$ cat config.mk
export PLATFORM = sky130hd
export DESIGN_NAME = nts_ke_request_validator
export DESIGN_NICKNAME = d
export VERILOG_FILES = /design/src/hw/rtl/nkv_pkg.sv /design/src/hw/rtl/nts_ke_request_validator.sv
export VERILOG_INCLUDE_DIRS = /design/src /design/src/hw/rtl
export SDC_FILE = /design/constraint.sdc
export NUM_CORES = 1
export LEC_CHECK = 0
export BUFFER_PORTS_ARGS = -buffer_cell sky130_fd_sc_hd__buf_2
export CAP_MARGIN = 10
export CORE_ASPECT_RATIO = 1.4
export CORE_MARGIN = 2
export CORE_UTILIZATION = 59
export CTS_CLUSTER_SIZE = 12
export DETAILED_ROUTE_END_ITERATION = 7
export PLACE_DENSITY = 0.91
export REMOVE_ABC_BUFFERS = 1
export SLEW_MARGIN = 20
export SYNTH_ARGS = -nofsm -noshare
export SYNTH_HDL_FRONTEND = slang
export SYNTH_SLANG_ARGS = --single-unit
$ cat constraint.sdc
create_clock -name clk -period 4.6 [get_ports clk]
set_input_delay 0.46 -clock clk [delete_from_list [all_inputs] [get_ports clk]]
set_output_delay 0.46 -clock clk [all_outputs]
set_load 0.1 [all_outputs]
$ cat src/hw/rtl/nts_ke_request_validator_assert.svh
// Assertion macros shared by the NTS-KE request validator RTL.
`ifndef NTS_KE_REQUEST_VALIDATOR_ASSERT_SVH
`define NTS_KE_REQUEST_VALIDATOR_ASSERT_SVH

// Same-cycle implication, disabled during reset.
`define NKV_ASSERT_IMP(lbl, ante, cons) \
    lbl: assert property (@(posedge clk) disable iff (!rst_n) (ante) |-> (cons)) \
        else $error("nts_ke validator assertion failed");

// Next-cycle implication, disabled during reset.
`define NKV_ASSERT_NXT(lbl, ante, cons) \
    lbl: assert property (@(posedge clk) disable iff (!rst_n) (ante) |=> (cons)) \
        else $error("nts_ke validator assertion failed");

`endif

$ cat src/hw/rtl/nkv_pkg.sv
// Package: record types, flag positions and codes of the NTS-KE request validator.
package nkv_pkg;

    localparam int TYPE_W = 15;
    localparam int LEN_W  = 16;
    localparam int ID_W   = 16;
    localparam int CFG_IDX_W = 8;

    typedef enum logic [TYPE_W-1:0] {
        T_EOM      = 15'h0000,
        T_NEXTPROT = 15'h0001,
        T_ERROR    = 15'h0002,
        T_WARNING  = 15'h0003,
        T_AEAD     = 15'h0004,
        T_SERVER   = 15'h0006,
        T_PORT     = 15'h0007
    } rec_type_t;

    // seen flag bit positions
    localparam int SEEN_PROT  = 0;
    localparam int SEEN_AEAD  = 1;
    localparam int SEEN_END   = 2;
    localparam int OFFER_PROT = 3;
    localparam int OFFER_AEAD = 4;
    localparam int SEEN_W     = 5;

    localparam logic CODE_UNREC_CRIT = 1'b0;
    localparam logic CODE_BAD_REQ    = 1'b1;

    localparam logic [CFG_IDX_W-1:0] REG_REQ_PROT = 8'd0;
    localparam logic [CFG_IDX_W-1:0] REG_REQ_AEAD = 8'd1;

    localparam logic [ID_W-1:0] REQ_PROT_RESET = 16'h0000;
    localparam logic [ID_W-1:0] REQ_AEAD_RESET = 16'h000F;

endpackage

$ cat src/hw/rtl/nts_ke_request_validator.sv
// NTS-KE client request validator: record parser, rule checks and verdict.
//
// Takes a client request one byte per transaction on s_axis (tlast marks the
// final byte) and splits it into records: a 4-byte big-endian header (critical
// bit, 15-bit type, 16-bit body length) and the body. End of message, next
// protocol, AEAD, error, warning, server and port records are checked as soon
// as their header is complete; protocol and AEAD lists are scanned in 16-bit
// words against the two configured identifiers. The first error is kept. The
// verdict appears on m_axis in the cycle after the byte with tlast is taken; no
// result is given for other bytes. Rate: one byte per clock, sustained; every
// byte updates the parser state as it is taken, so there is no bubble between
// requests. The input stalls only while a verdict sits in the output register
// untaken. Configuration (index 0: required protocol id, index 1: required
// AEAD id) is accepted in any cycle and should be written between requests.
module nts_ke_request_validator
    import nkv_pkg::*;
(
    input  logic                 clk,
    input  logic                 rst_n,
    input  logic                 s_axis_tvalid,
    output logic                 s_axis_tready,
    input  logic [7:0]           s_axis_tdata,   // [7:0] data_byte
    input  logic                 s_axis_tlast,   // last_byte
    output logic                 m_axis_tvalid,
    input  logic                 m_axis_tready,
    output logic [7:0]           m_axis_tdata,   // [0] accepted, [1] reject_code, [7:2] zero
    input  logic                 cfg_valid,
    output logic                 cfg_ready,
    input  logic [CFG_IDX_W-1:0] cfg_index,
    input  logic [ID_W-1:0]      cfg_data
);

    // configuration
    logic [ID_W-1:0] req_prot_reg, req_aead_reg;

    // parser state
    logic [1:0]        hdr_idx_reg,  hdr_idx_next;
    logic              in_body_reg,  in_body_next;
    logic [TYPE_W-1:0] rec_type_reg, rec_type_next;
    logic              crit_reg,     crit_next;
    logic [LEN_W-1:0]  body_rem_reg, body_rem_next;
    logic [8:0]        hold_reg,     hold_next;      // bit 8: high byte held
    logic [SEEN_W-1:0] seen_reg,     seen_next;
    logic              pend_reg,     pend_next;      // unknown critical body
    logic              err_reg,      err_next;
    logic              code_reg,     code_next;

    // output register
    logic       out_valid_reg, out_valid_next;
    logic [1:0] out_data_reg,  out_data_next;

    logic              s_fire, m_fire;
    logic [7:0]        b;
    logic [LEN_W-1:0]  len;
    logic [LEN_W-1:0]  rem_dec;
    logic [ID_W-1:0]   word;
    logic              bad;
    logic              verdict_acc;
    logic              verdict_code;

    assign cfg_ready     = 1'b1;
    assign s_axis_tready = !out_valid_reg || m_axis_tready;
    assign s_fire        = s_axis_tvalid && s_axis_tready;
    assign m_fire        = out_valid_reg && m_axis_tready;
    assign m_axis_tvalid = out_valid_reg;
    assign m_axis_tdata  = {6'd0, out_data_reg};

    assign b       = s_axis_tdata;
    assign len     = {body_rem_reg[LEN_W-1:8], b};
    assign rem_dec = body_rem_reg - 16'd1;
    assign word    = {hold_reg[7:0], b};

    always_comb
    begin
        hdr_idx_next  = hdr_idx_reg;
        in_body_next  = in_body_reg;
        rec_type_next = rec_type_reg;
        crit_next     = crit_reg;
        body_rem_next = body_rem_reg;
        hold_next     = hold_reg;
        seen_next     = seen_reg;
        pend_next     = pend_reg;
        err_next      = err_reg;
        code_next     = code_reg;
        bad           = 1'b0;

        if (s_fire && !err_reg) begin
            if (in_body_reg) begin
                if (rec_type_reg == T_NEXTPROT || rec_type_reg == T_AEAD) begin
                    if (hold_reg[8]) begin
                        hold_next = 9'd0;
                        if (rec_type_reg == T_NEXTPROT) begin
                            if (word == req_prot_reg)
                                seen_next[OFFER_PROT] = 1'b1;
                        end
                        else if (word == req_aead_reg) begin
                            seen_next[OFFER_AEAD] = 1'b1;
                        end
                    end
                    else begin
                        hold_next = {1'b1, b};
                    end
                end
                body_rem_next = rem_dec;
                if (rem_dec == '0) begin
                    in_body_next = 1'b0;
                    hold_next    = 9'd0;
                    if (pend_reg) begin
                        pend_next = 1'b0;
                        err_next  = 1'b1;
                        code_next = CODE_UNREC_CRIT;
                    end
                end
            end
            else begin
                unique case (hdr_idx_reg)
                    2'd0:
                    begin
                        crit_next     = b[7];
                        rec_type_next = {b[6:0], 8'd0};
                        hdr_idx_next  = 2'd1;
                    end
                    2'd1:
                    begin
                        rec_type_next = {rec_type_reg[TYPE_W-1:8], b};
                        hdr_idx_next  = 2'd2;
                    end
                    2'd2:
                    begin
                        body_rem_next = {b, 8'd0};
                        hdr_idx_next  = 2'd3;
                    end
                    default:
                    begin
                        // header complete: apply the rule of this record type
                        body_rem_next = len;
                        hdr_idx_next  = 2'd0;
                        unique case (rec_type_reg)
                            T_EOM:
                            begin
                                bad = !crit_reg || len != '0 || seen_reg[SEEN_END]
                                      || !s_axis_tlast;
                                if (!bad) seen_next[SEEN_END] = 1'b1;
                            end
                            T_NEXTPROT:
                            begin
                                bad = !crit_reg || seen_reg[SEEN_PROT] || len == '0 || len[0];
                                if (!bad) seen_next[SEEN_PROT] = 1'b1;
                            end
                            T_AEAD:
                            begin
                                bad = seen_reg[SEEN_AEAD] || len == '0 || len[0];
                                if (!bad) seen_next[SEEN_AEAD] = 1'b1;
                            end
                            T_ERROR, T_WARNING: bad = 1'b1;
                            T_SERVER: bad = (len == '0);
                            T_PORT:   bad = (len != 16'd2);
                            default:  pend_next = crit_reg;
                        endcase
                        if (bad) begin
                            err_next  = 1'b1;
                            code_next = CODE_BAD_REQ;
                        end
                        else begin
                            hold_next = 9'd0;
                            if (len != '0) begin
                                in_body_next = 1'b1;
                            end
                            else begin
                                in_body_next = 1'b0;
                                if (pend_next) begin
                                    // empty unknown critical body: flag at once
                                    pend_next = 1'b0;
                                    err_next  = 1'b1;
                                    code_next = CODE_UNREC_CRIT;
                                end
                            end
                        end
                    end
                endcase
            end
        end

        // verdict from the state after this byte
        verdict_acc  = 1'b0;
        verdict_code = CODE_BAD_REQ;
        if (err_next)
            verdict_code = code_next;
        else if (&seen_next) begin
            verdict_acc  = 1'b1;
            verdict_code = 1'b0;
        end

        out_valid_next = out_valid_reg && !m_fire;
        out_data_next  = out_data_reg;

        if (s_fire && s_axis_tlast) begin
            out_valid_next = 1'b1;
            out_data_next  = {verdict_code, verdict_acc};
            // re-arm for the next request
            hdr_idx_next  = 2'd0;
            in_body_next  = 1'b0;
            rec_type_next = '0;
            crit_next     = 1'b0;
            body_rem_next = '0;
            hold_next     = 9'd0;
            seen_next     = '0;
            pend_next     = 1'b0;
            err_next      = 1'b0;
            code_next     = 1'b0;
        end
    end

    always_ff @(posedge clk or negedge rst_n)
    begin
        if (!rst_n) begin
            req_prot_reg  <= REQ_PROT_RESET;
            req_aead_reg  <= REQ_AEAD_RESET;
            hdr_idx_reg   <= 2'd0;
            in_body_reg   <= 1'b0;
            rec_type_reg  <= '0;
            crit_reg      <= 1'b0;
            body_rem_reg  <= '0;
            hold_reg      <= 9'd0;
            seen_reg      <= '0;
            pend_reg      <= 1'b0;
            err_reg       <= 1'b0;
            code_reg      <= 1'b0;
            out_valid_reg <= 1'b0;
        end
        else begin
            if (cfg_valid && cfg_ready) begin
                if (cfg_index == REG_REQ_PROT)
                    req_prot_reg <= cfg_data;
                else if (cfg_index == REG_REQ_AEAD)
                    req_aead_reg <= cfg_data;
            end
            hdr_idx_reg   <= hdr_idx_next;
            in_body_reg   <= in_body_next;
            rec_type_reg  <= rec_type_next;
            crit_reg      <= crit_next;
            body_rem_reg  <= body_rem_next;
            hold_reg      <= hold_next;
            seen_reg      <= seen_next;
            pend_reg      <= pend_next;
            err_reg       <= err_next;
            code_reg      <= code_next;
            out_valid_reg <= out_valid_next;
        end
    end

    always_ff @(posedge clk)
    begin
        out_data_reg <= out_data_next;
    end

`include "nts_ke_request_validator_assert.svh"

    `NKV_ASSERT_IMP(a_accept_no_code, out_valid_reg && out_data_reg[0], !out_data_reg[1])
    `NKV_ASSERT_NXT(a_last_gives_result, s_fire && s_axis_tlast, out_valid_reg)
    `NKV_ASSERT_NXT(a_last_rearms, s_fire && s_axis_tlast,
        hdr_idx_reg == 2'd0 && !in_body_reg && !err_reg && seen_reg == '0 && !pend_reg)
    `NKV_ASSERT_IMP(a_body_nonzero, in_body_reg, body_rem_reg != '0)
    `NKV_ASSERT_IMP(a_hold_in_list, hold_reg[8],
        in_body_reg && (rec_type_reg == T_NEXTPROT || rec_type_reg == T_AEAD))

endmodule

== Yosys cells after proc, flatten, opt, wreduce, memory -nomap -nowiden ==
Cells that the tools add are included.
Cells by class
  $add $sub $neg: 1
  equality and inequality tests: 19
  multiplexer cells: 85
  bitwise operators: 1
  reduce and logical (&&, ||, !) cells: 45
Operators with widths (number)
  9-bit 2-to-1 mux: 8
  1-bit 2-to-1 mux: 57
  16-bit 2-to-1 mux: 3
  15-bit by 3-bit == test with 1-bit output (second input constant): 3
  15-bit 2-to-1 mux: 3
  16-bit == test: 2
  16-bit logical NOT: 2
  16-bit one-hot mux with 2 select lines: 1
  15-bit by 2-bit == test with 1-bit output (second input constant): 2
  15-bit one-hot mux with 2 select lines: 1
  16-bit by 2-bit != test with 1-bit output (second input constant): 1
  16-bit nonzero test: 1
  16-bit by 1-bit subtractor with 16-bit output (second input constant): 1
  15-bit by 1-bit == test with 1-bit output (second input constant): 1
  15-bit logical NOT: 1
  3-bit AND reduction: 5
  2-bit 2-to-1 mux: 6
  1-bit logical OR: 10
  5-bit 2-to-1 mux: 2
  3-bit by 1-bit != test with 1-bit output (second input constant): 3
  8-bit by 1-bit == test with 1-bit output (second input constant): 1
  8-bit logical NOT: 1
  4-bit AND reduction: 2
  7-bit OR reduction: 1
  other kinds (19): 33
Storage, ports and cells
  flip-flop bits (word level): 87
  output and inout port bits: 11
  word-level logic and storage cells: 168

== Logic depth before layout (Yosys ltp) ==
Gate-level depths: netlist (run 1).
  depth after elaboration: 13
  mapped depth: 13

== Worst setup path after synthesis (run 1) ==
No wires, ideal clock.
  path kind: register to register
  start: register out_valid_reg, in the netlist m_axis_tvalid
  end: register out_data_reg[1], data pin
  setup time: 264 ps
  arrival: 3282 ps
  required time: 4336 ps
  setup slack: 1054 ps
  stages on the path, launching flop included: 10
  path buffers: 1
  path through: dfrtp_1 nand2b_1 and3_1 clkbuf_1 and2_1 and2_1 a21oi_1 or4_1 nor3_1 a21oi_1
On the way
  longest elaborated chain between the ends: 8
  elaborated cells between the ends (all ways): 10
Ends and longest elaborated chain
  start: declaration: line nts_ke_request_validator.sv:49  | logic out_valid_reg, out_valid_next;
  start signal: assignment: line nts_ke_request_validator.sv:248  | out_valid_reg <= out_valid_next;
  1-bit logical NOT *: line nts_ke_request_validator.sv:62  | assign s_axis_tready = !out_valid_reg || m_axis_tready;
  1-bit logical OR *: line nts_ke_request_validator.sv:62
  via s_axis_tready: line nts_ke_request_validator.sv:21  | output logic s_axis_tready,
  1-bit logical AND *: line nts_ke_request_validator.sv:63  | assign s_fire = s_axis_tvalid && s_axis_tready;
  1-bit logical AND *: line nts_ke_request_validator.sv:87  | if (s_fire && !err_reg) begin
  5-bit 2-to-1 mux: line nts_ke_request_validator.sv:87
  5-bit AND reduction: line nts_ke_request_validator.sv:189  | else if (&seen_next) begin
  1-bit 2-to-1 mux: line nts_ke_request_validator.sv:189
  1-bit 2-to-1 mux *: line nts_ke_request_validator.sv:187  | if (err_next)
  via verdict_code: line nts_ke_request_validator.sv:59  | logic verdict_code;
  end signal: assignment: line nts_ke_request_validator.sv:254  | out_data_reg <= out_data_next;
  end: declaration: line nts_ke_request_validator.sv:50  | logic [1:0] out_data_reg, out_data_next;
The timed path passes the listed nets; every way through them passes the cells marked *.
A chain may end at the register's enable or synchronous reset.

== Worst setup path after layout (run 1) ==
  start: register body_rem_reg[0]
  end: register out_data_reg[0], data pin
On the way
  longest elaborated chain between the ends: 5
Ends and longest elaborated chain
  start: declaration: line nts_ke_request_validator.sv:41  | logic [LEN_W-1:0] body_rem_reg, body_rem_next;
  start signal: assignment: line nts_ke_request_validator.sv:242  | body_rem_reg <= body_rem_next;
  16-bit by 1-bit subtractor with 16-bit output: line nts_ke_request_validator.sv:70  | assign rem_dec = body_rem_reg - 16'd1;
  16-bit logical NOT: line nts_ke_request_validator.sv:105  | if (rem_dec == '0) begin
  1-bit 2-to-1 mux: line nts_ke_request_validator.sv:105
  1-bit 2-to-1 mux: line nts_ke_request_validator.sv:88  | if (in_body_reg) begin
  1-bit 2-to-1 mux: line nts_ke_request_validator.sv:87
No other way between the ends.

==> results.cfg, run 1 <==
[status]
outcome = finished clean

[timing]
fin_crit_ns = 3.489
timing.final.crit_share_pct = 75.84
hold_slack_ns = 0.1746
drv_slew = 0
timing.fmax_mhz = 286.7
skew_ns = 0.01004
hold_viol_final = 0
relSlewSlack_pct = 38.08
worst_pin_slew_ns = 0.9203
setup_viol = 0
finalSetupTns_ns = 0
rsz0062_at_grt = no
setup_slack_ns = 1.111

[layout]
drive_above_1_share_pct = 22.47
final_common_cell = dfrtp_1
layout.cells.most_common_list = dfrtp_1, nor2_1, buf_2
final_core_util_pct = 65.82
stdcell_count = 596
nFillCells = 640
syn_to_final_growth_pct = 9.565
antennaDiodeCount = 0
fin_nets = 533

[clock_network]
postCtsSetupBuffers = 0
cts_resized = 0
cts_tree = yes
max-clock-path-buffers = 2
ctsHoldBuffers = 0
clk_latency_ns = 0.34
clkTransAtPathRegs_ns = 0.06
htree_levels = 3
cts_root_buf = clkbuf_16
clock_sinks = 87
numCtsBuffers = 9

[routing]
ant_nets = 0
dr.pass1.iters = 5
route.detailed.drc = 0
wire_per_inst_um = 19.30
vias = 3829
routed_wl_um = 11500
viasPerCell = 6.424
initialDrtViolationCount = 347

[run]
maxCapViolations = 0

[grt]
grt_max_degree = 86
grt_pass1_wl_um = 19190
overflow = 0
first_global_vias = 3973
antenna_found_initial = 0
track_usage_pct = 27.77

[placed_design]
dp_hpwl_um = 8033
routabilityCongestion = 0.8840
dp.cells = 580
io_buffer_count = 41
pre_cts_ws_ns = 1.182

[power]
power_density_nw_per_um2 = 571.7
combPwrFrac_pct = 34.3
ir_drop_mv = 0.3813
net-switching-power_uw = 1149
p_leak_uw = 0.002381
seqPwrFrac_pct = 37.0
intPower_uw = 1899
pwr-share-clk_pct = 28.7
switching_share_pct = 37.70

[worst_setup_path]
crit_fanout = 8
slowest_stage = or4_4
crit_arrival_ns = 3.58
critical_path_class = reg2reg
crit_chain = inv_1, ha_1, or4b_4, or2_1, o31ai_2, nand4_1, or4_4, o22a_1, a21o_1, and2_1
cp_num_buf_inv = 1
cp-end-kind = register
cp_top_family = simple AND/OR/NAND/NOR gates
max_stage_delay_ns = 0.63
startpoint_type = register
worstPathRequired_ns = 4.69

[die]
die_h_um = 111.5
die_x_um = 80.75
die_area_um2 = 9000
io_pins = 49
rows = 39
start_util_pct = 60.07
core_area_um2 = 8100

[synthesis]
avgSynthCellArea_um2 = 10.49
ys_warn_count = 0
postSynth.asyncResetShare_pct = 97.70
yosysUniqueCellTypes = 67
ys.flop_type = dfrtp_1
synth-edff-count = 2
ys_ff_latch = 87
ys_seq_area_share_pct = 45.05
syn_inst = 464
synthesis.area_um2 = 4866

[hold_path]
hold_class = in2async
[cell usage after synthesis (3+ instances only)]
cell type  instances  area share [%]
a211oi_1           3            0.46
a21oi_1           19             2.0
a22o_1            16             2.9
a22oi_1            6            0.93
a31oi_1            4            0.51
a32oi_1            4            0.72
and2_1             5            0.64
and3_1             4            0.51
buf_4              8             1.2
buf_6              5             1.2
clkbuf_1          12            0.93
clkbuf_8           8             2.3
dfrtp_1           81              42
dfstp_2            4             2.2
ha_1               6             1.5
inv_1             10            0.77
mux2_2            33             7.6
mux2i_1            7             1.4
nand2_1           21             1.6
nand2b_1           4            0.51
nand3_1            6            0.62
nand4_1           11             1.4
nor2_1            40             3.1
nor3_1             9            0.93
nor3b_1            4            0.62
nor4_1            11             1.4
o21ai_0           33             3.4
or3_1              4            0.51
or4_1              4            0.62
xnor2_1           34             6.1
[cell type report]
cell class | count | area (um2) | share of cell area, %
Tap cell | 102 | 127.6 | 2.394
Timing Repair Buffer | 44 | 234.0 | 4.389
Clock inverter | 4 | 98.84 | 1.854
Clock buffer | 12 | 267.8 | 5.022
Inverter | 10 | 37.54 | 0.7041
Multi-Input combinational cell | 337 | 2374 | 44.52
Sequential cell | 87 | 2192 | 41.12
[path summary, 6_finish.rpt]
| path | startpoint | to | slack (ns) | cells after the start |
|---|---|---|---|---|
| setup / recovery | body_rem_reg[0] | out_data_reg[0] | 1.11 | 10 |
| hold / removal | rst_n | req_prot_reg[3] | 0.17 | 1 |
| setup reg to reg | body_rem_reg[0] | out_data_reg[0] | 1.11 | 10 |
| hold reg to reg | seen_reg[4] | seen_reg[4] | 0.49 | 2 |
| max in group asynchronous | rst_n | req_aead_reg[8] | 3.92 | 1 |
| min in group clk | cfg_data[7] | req_prot_reg[7] | 0.37 | 2 |
[worst register-to-register path, stage by stage, from the launching register on]
cell     delay (ns)
dfrtp_1        0.42
inv_1          0.11
ha_1           0.24
or4b_4         0.54
or2_1          0.36
o31ai_2        0.24
nand4_1        0.13
or4_4          0.63
o22a_1         0.24
a21o_1         0.18
and2_1         0.14
[metal layers]
layer | global-route usage (%) | wire (um)
met3 | 5.429 | 758
met1 | 32.50 | 4049
met4 | 12.66 | 552
met2 | 48.33 | 6141
met5 | 0 | 0
[per-stage QoR]
stage | cell area (um2) | power (uW)
final | 5331 | 3048
after global routing | 5331 | 3226
after CTS | 5328 | 3036
after detailed placement | 4961 | 2149
after global placement | 4961 | 2106
after floorplan | 4603 | 1842
[cells by family after synthesis]
logic type,count (synthesis),share of synthesized area (%)
DFF,87,45.05
adders and majority gates,6,1.543
AOI/OAI and AO/OA,109,15.53
buffers and inverters,45,6.557
other,2,0.1543
muxes,40,9.077
xor gates and xnor gates,36,6.480
and+or+nand+nor,139,15.61
[power groups by stage]
stage,Sequential [uW],Combinational [uW],Clock (uW)
2_1_floorplan,1090,749,0
3_3_place_gp,1120,981,0
3_5_place_dp,1130,1010,0
4_1_cts,1120,1030,882
5_1_grt,1160,1160,912
6_report,1130,1050,876
Power figures use the tool's default switching activity.
==> run 2, diff against run 1 <==
--- a/config.mk
+++ b/config.mk
@@ -10,10 +10,10 @@
 export CAP_MARGIN = 10
 export CORE_ASPECT_RATIO = 1.4
 export CORE_MARGIN = 2
-export CORE_UTILIZATION = 59
+export CORE_UTILIZATION = 54
 export CTS_CLUSTER_SIZE = 12
 export DETAILED_ROUTE_END_ITERATION = 7
-export PLACE_DENSITY = 0.91
+export PLACE_DENSITY = 0.88
 export REMOVE_ABC_BUFFERS = 1
 export SLEW_MARGIN = 20
 export SYNTH_ARGS = -nofsm -noshare
==> constraint.sdc (replaced) <==
create_clock -name clk -period 3.1 [get_ports clk]
set_input_delay 0.31 -clock clk [delete_from_list [all_inputs] [get_ports clk]]
set_output_delay 0.31 -clock clk [all_outputs]
set_load 0.1 [all_outputs]
==> run 2 against run 1 <==
Effect of this change:
- the flow now finishes with violations (hold timing, setup timing)
- sequential cell count unchanged
- worst hold slack worse by 0.18 ns
- utilization down 2.3 points
- die area up 8.9%
- highest routed layer unchanged
==> results.cfg, run 2 (synthesis gave the netlist of run 1 again) <==
[status]
outcome = finished with violations
failed_checks = hold timing, setup timing

[die]
io_pins = 49
start_util_pct = 54.83
core_area_um2 = 8875
die_area_um2 = 9797
rows = 41
die_x_um = 84.23
die_h_um = 116.3

[clock_network]
cts_tree = yes
htree_levels = 3
ctsHoldBuffers = 0
cts_root_buf = clkbuf_16
clk_latency_ns = 0.35
max-clock-path-buffers = 2
clkTransAtPathRegs_ns = 0.07
clock_sinks = 87
numCtsBuffers = 9

[worst_setup_path]
crit_arrival_ns = 3.23
cp_num_buf_inv = 1
critical_path_class = reg2reg
startpoint = body_rem_reg[0]
slowest_stage = or4_4
max_stage_delay_ns = 0.58
cp_top_family = simple AND/OR/NAND/NOR gates
cp-end-kind = register
startpoint_type = register
r2r_start = body_rem_reg[0]
crit_chain = inv_2, ha_4, or4b_4, or2_4, o31ai_4, nand4_1, or4_4, o22a_1, a21o_1, and2_1
worstPathRequired_ns = 3.21
crit_fanout = 6

[hold_path]
hold_class = in2async

[run]
maxCapViolations = 0

[power]
p_leak_uw = 0.002535
ir_drop_mv = 0.4638
power_density_nw_per_um2 = 847.9
total_power_uw = 4783

[placed_design]
dp_hpwl_um = 8644
dpl_cell_area_um2 = 5185
io_buffer_count = 41
routabilityCongestion = 0.9342

[routing]
route.detailed.drc = 0
wire_per_inst_um = 19.45
viasPerCell = 6.205
dr.pass1.iters = 5
routed_wl_um = 12350
ant_nets = 0
initialDrtViolationCount = 356
vias = 3940

[layout]
final_common_cell = dfrtp_1
drive_above_1_share_pct = 29.73
antennaDiodeCount = 0
final_core_util_pct = 63.56
final_area_um2 = 5640
fin_nets = 567
syn_to_final_growth_pct = 15.92
layout.cells.most_common_list = dfrtp_1, buf_2, nor2_1
nFillCells = 673

[timing]
fin_crit_ns = 3.115
drv_slew = 0
timing.fmax_mhz = 321.0
setup_slack_ns = -0.01492
rsz0062_at_grt = yes
skew_ns = 0.01020
setup_viol = 1
timing.final.crit_share_pct = 100.5
worst_pin_slew_ns = 0.8259
relSlewSlack_pct = 44.79
finalSetupTns_ns = -0.01492
hold_slack_ns = -0.008478
hold_viol_final = 1

[grt]
grt_pass1_wl_um = 19840
overflow = 0
track_usage_pct = 26.10
grt_max_degree = 86
first_global_vias = 4092
antenna_found_initial = 0
-- run 2: cell count changes in the layout (fill, tap and decap cells not counted), moves of 2 or more --
cell        change
inv_1           -2
inv_2           +2
clkinvlp_4      +3
buf_6           +4
buf_4          +30
-- run 2: worst paths after layout --
path | end | slack [ns] | cells past startpoint
min in group clk | req_aead_reg[8] | 0.21 | 2
min | req_prot_reg[3] | -0.008 | 1
min reg2reg | seen_reg[4] | 0.50 | 2
max reg2reg | out_data_reg[0] | -0.01 | 10
max | out_data_reg[0] | -0.01 | 10
max in group asynchronous | req_prot_reg[1] | 2.56 | 1
-- run 2: area by class of cell --
type                            count  area [um2]  share of cell area [%]
Multi-Input combinational cell    337        2451                   43.46
Sequential cell                    87        2192                   38.86
Timing Repair Buffer               78       504.2                   8.940
Clock buffer                        9       225.2                   3.993
Tap cell                          107       133.9                   2.374
Clock inverter                      7       96.34                   1.708
Inverter                           10       37.54                  0.6655
-- run 2: worst reg2reg max path, stage by stage (launching register included) --
cell	delay, ns
dfrtp_1	0.41
inv_2	0.09
ha_4	0.13
or4b_4	0.46
or2_4	0.28
o31ai_4	0.20
nand4_1	0.16
or4_4	0.58
o22a_1	0.26
a21o_1	0.18
and2_1	0.13
-- run 2: power by group --
group	total [uW]	switching, uW	internal [uW]	leakage (uW)
Sequential	1610	245	1370	0.00116
Combinational	1990	1140	850	0.00123
Clock	1180	477	707	0.000148
Total	4780	1860	2920	0.00253
-- run 2: timing repair --
| action | in CTS | in global routing |
|---|---|---|
| gates cloned | 0 | 1 |
| endpoints found under the setup margin | 12 | 12 |
| setup buffers | 2 | 3 |
| gates resized for setup | 10 | 11 |
| pin swaps | 6 | 3 |
-- run 2: metal layers --
metal	global-route usage, %	vias up	routed length (um)
li1	-	1790	-
met1	28.40	1946	4666
met2	47.41	162	6552
met3	5.512	42	593
met4	14.30	0	538
met5	0	-	0
-- run 2: stage by stage --
stage	hold WS, ns	std cells	setup slack, ns
finish	-0.008478	635	-0.01492
global route	0.08649	635	-0.1189
CTS	0.1907	632	0.01308
detailed placement	0.4911	614	-0.1927
global placement	0.4646	614	-0.03871
floorplan	0.01441	434	-0.4746
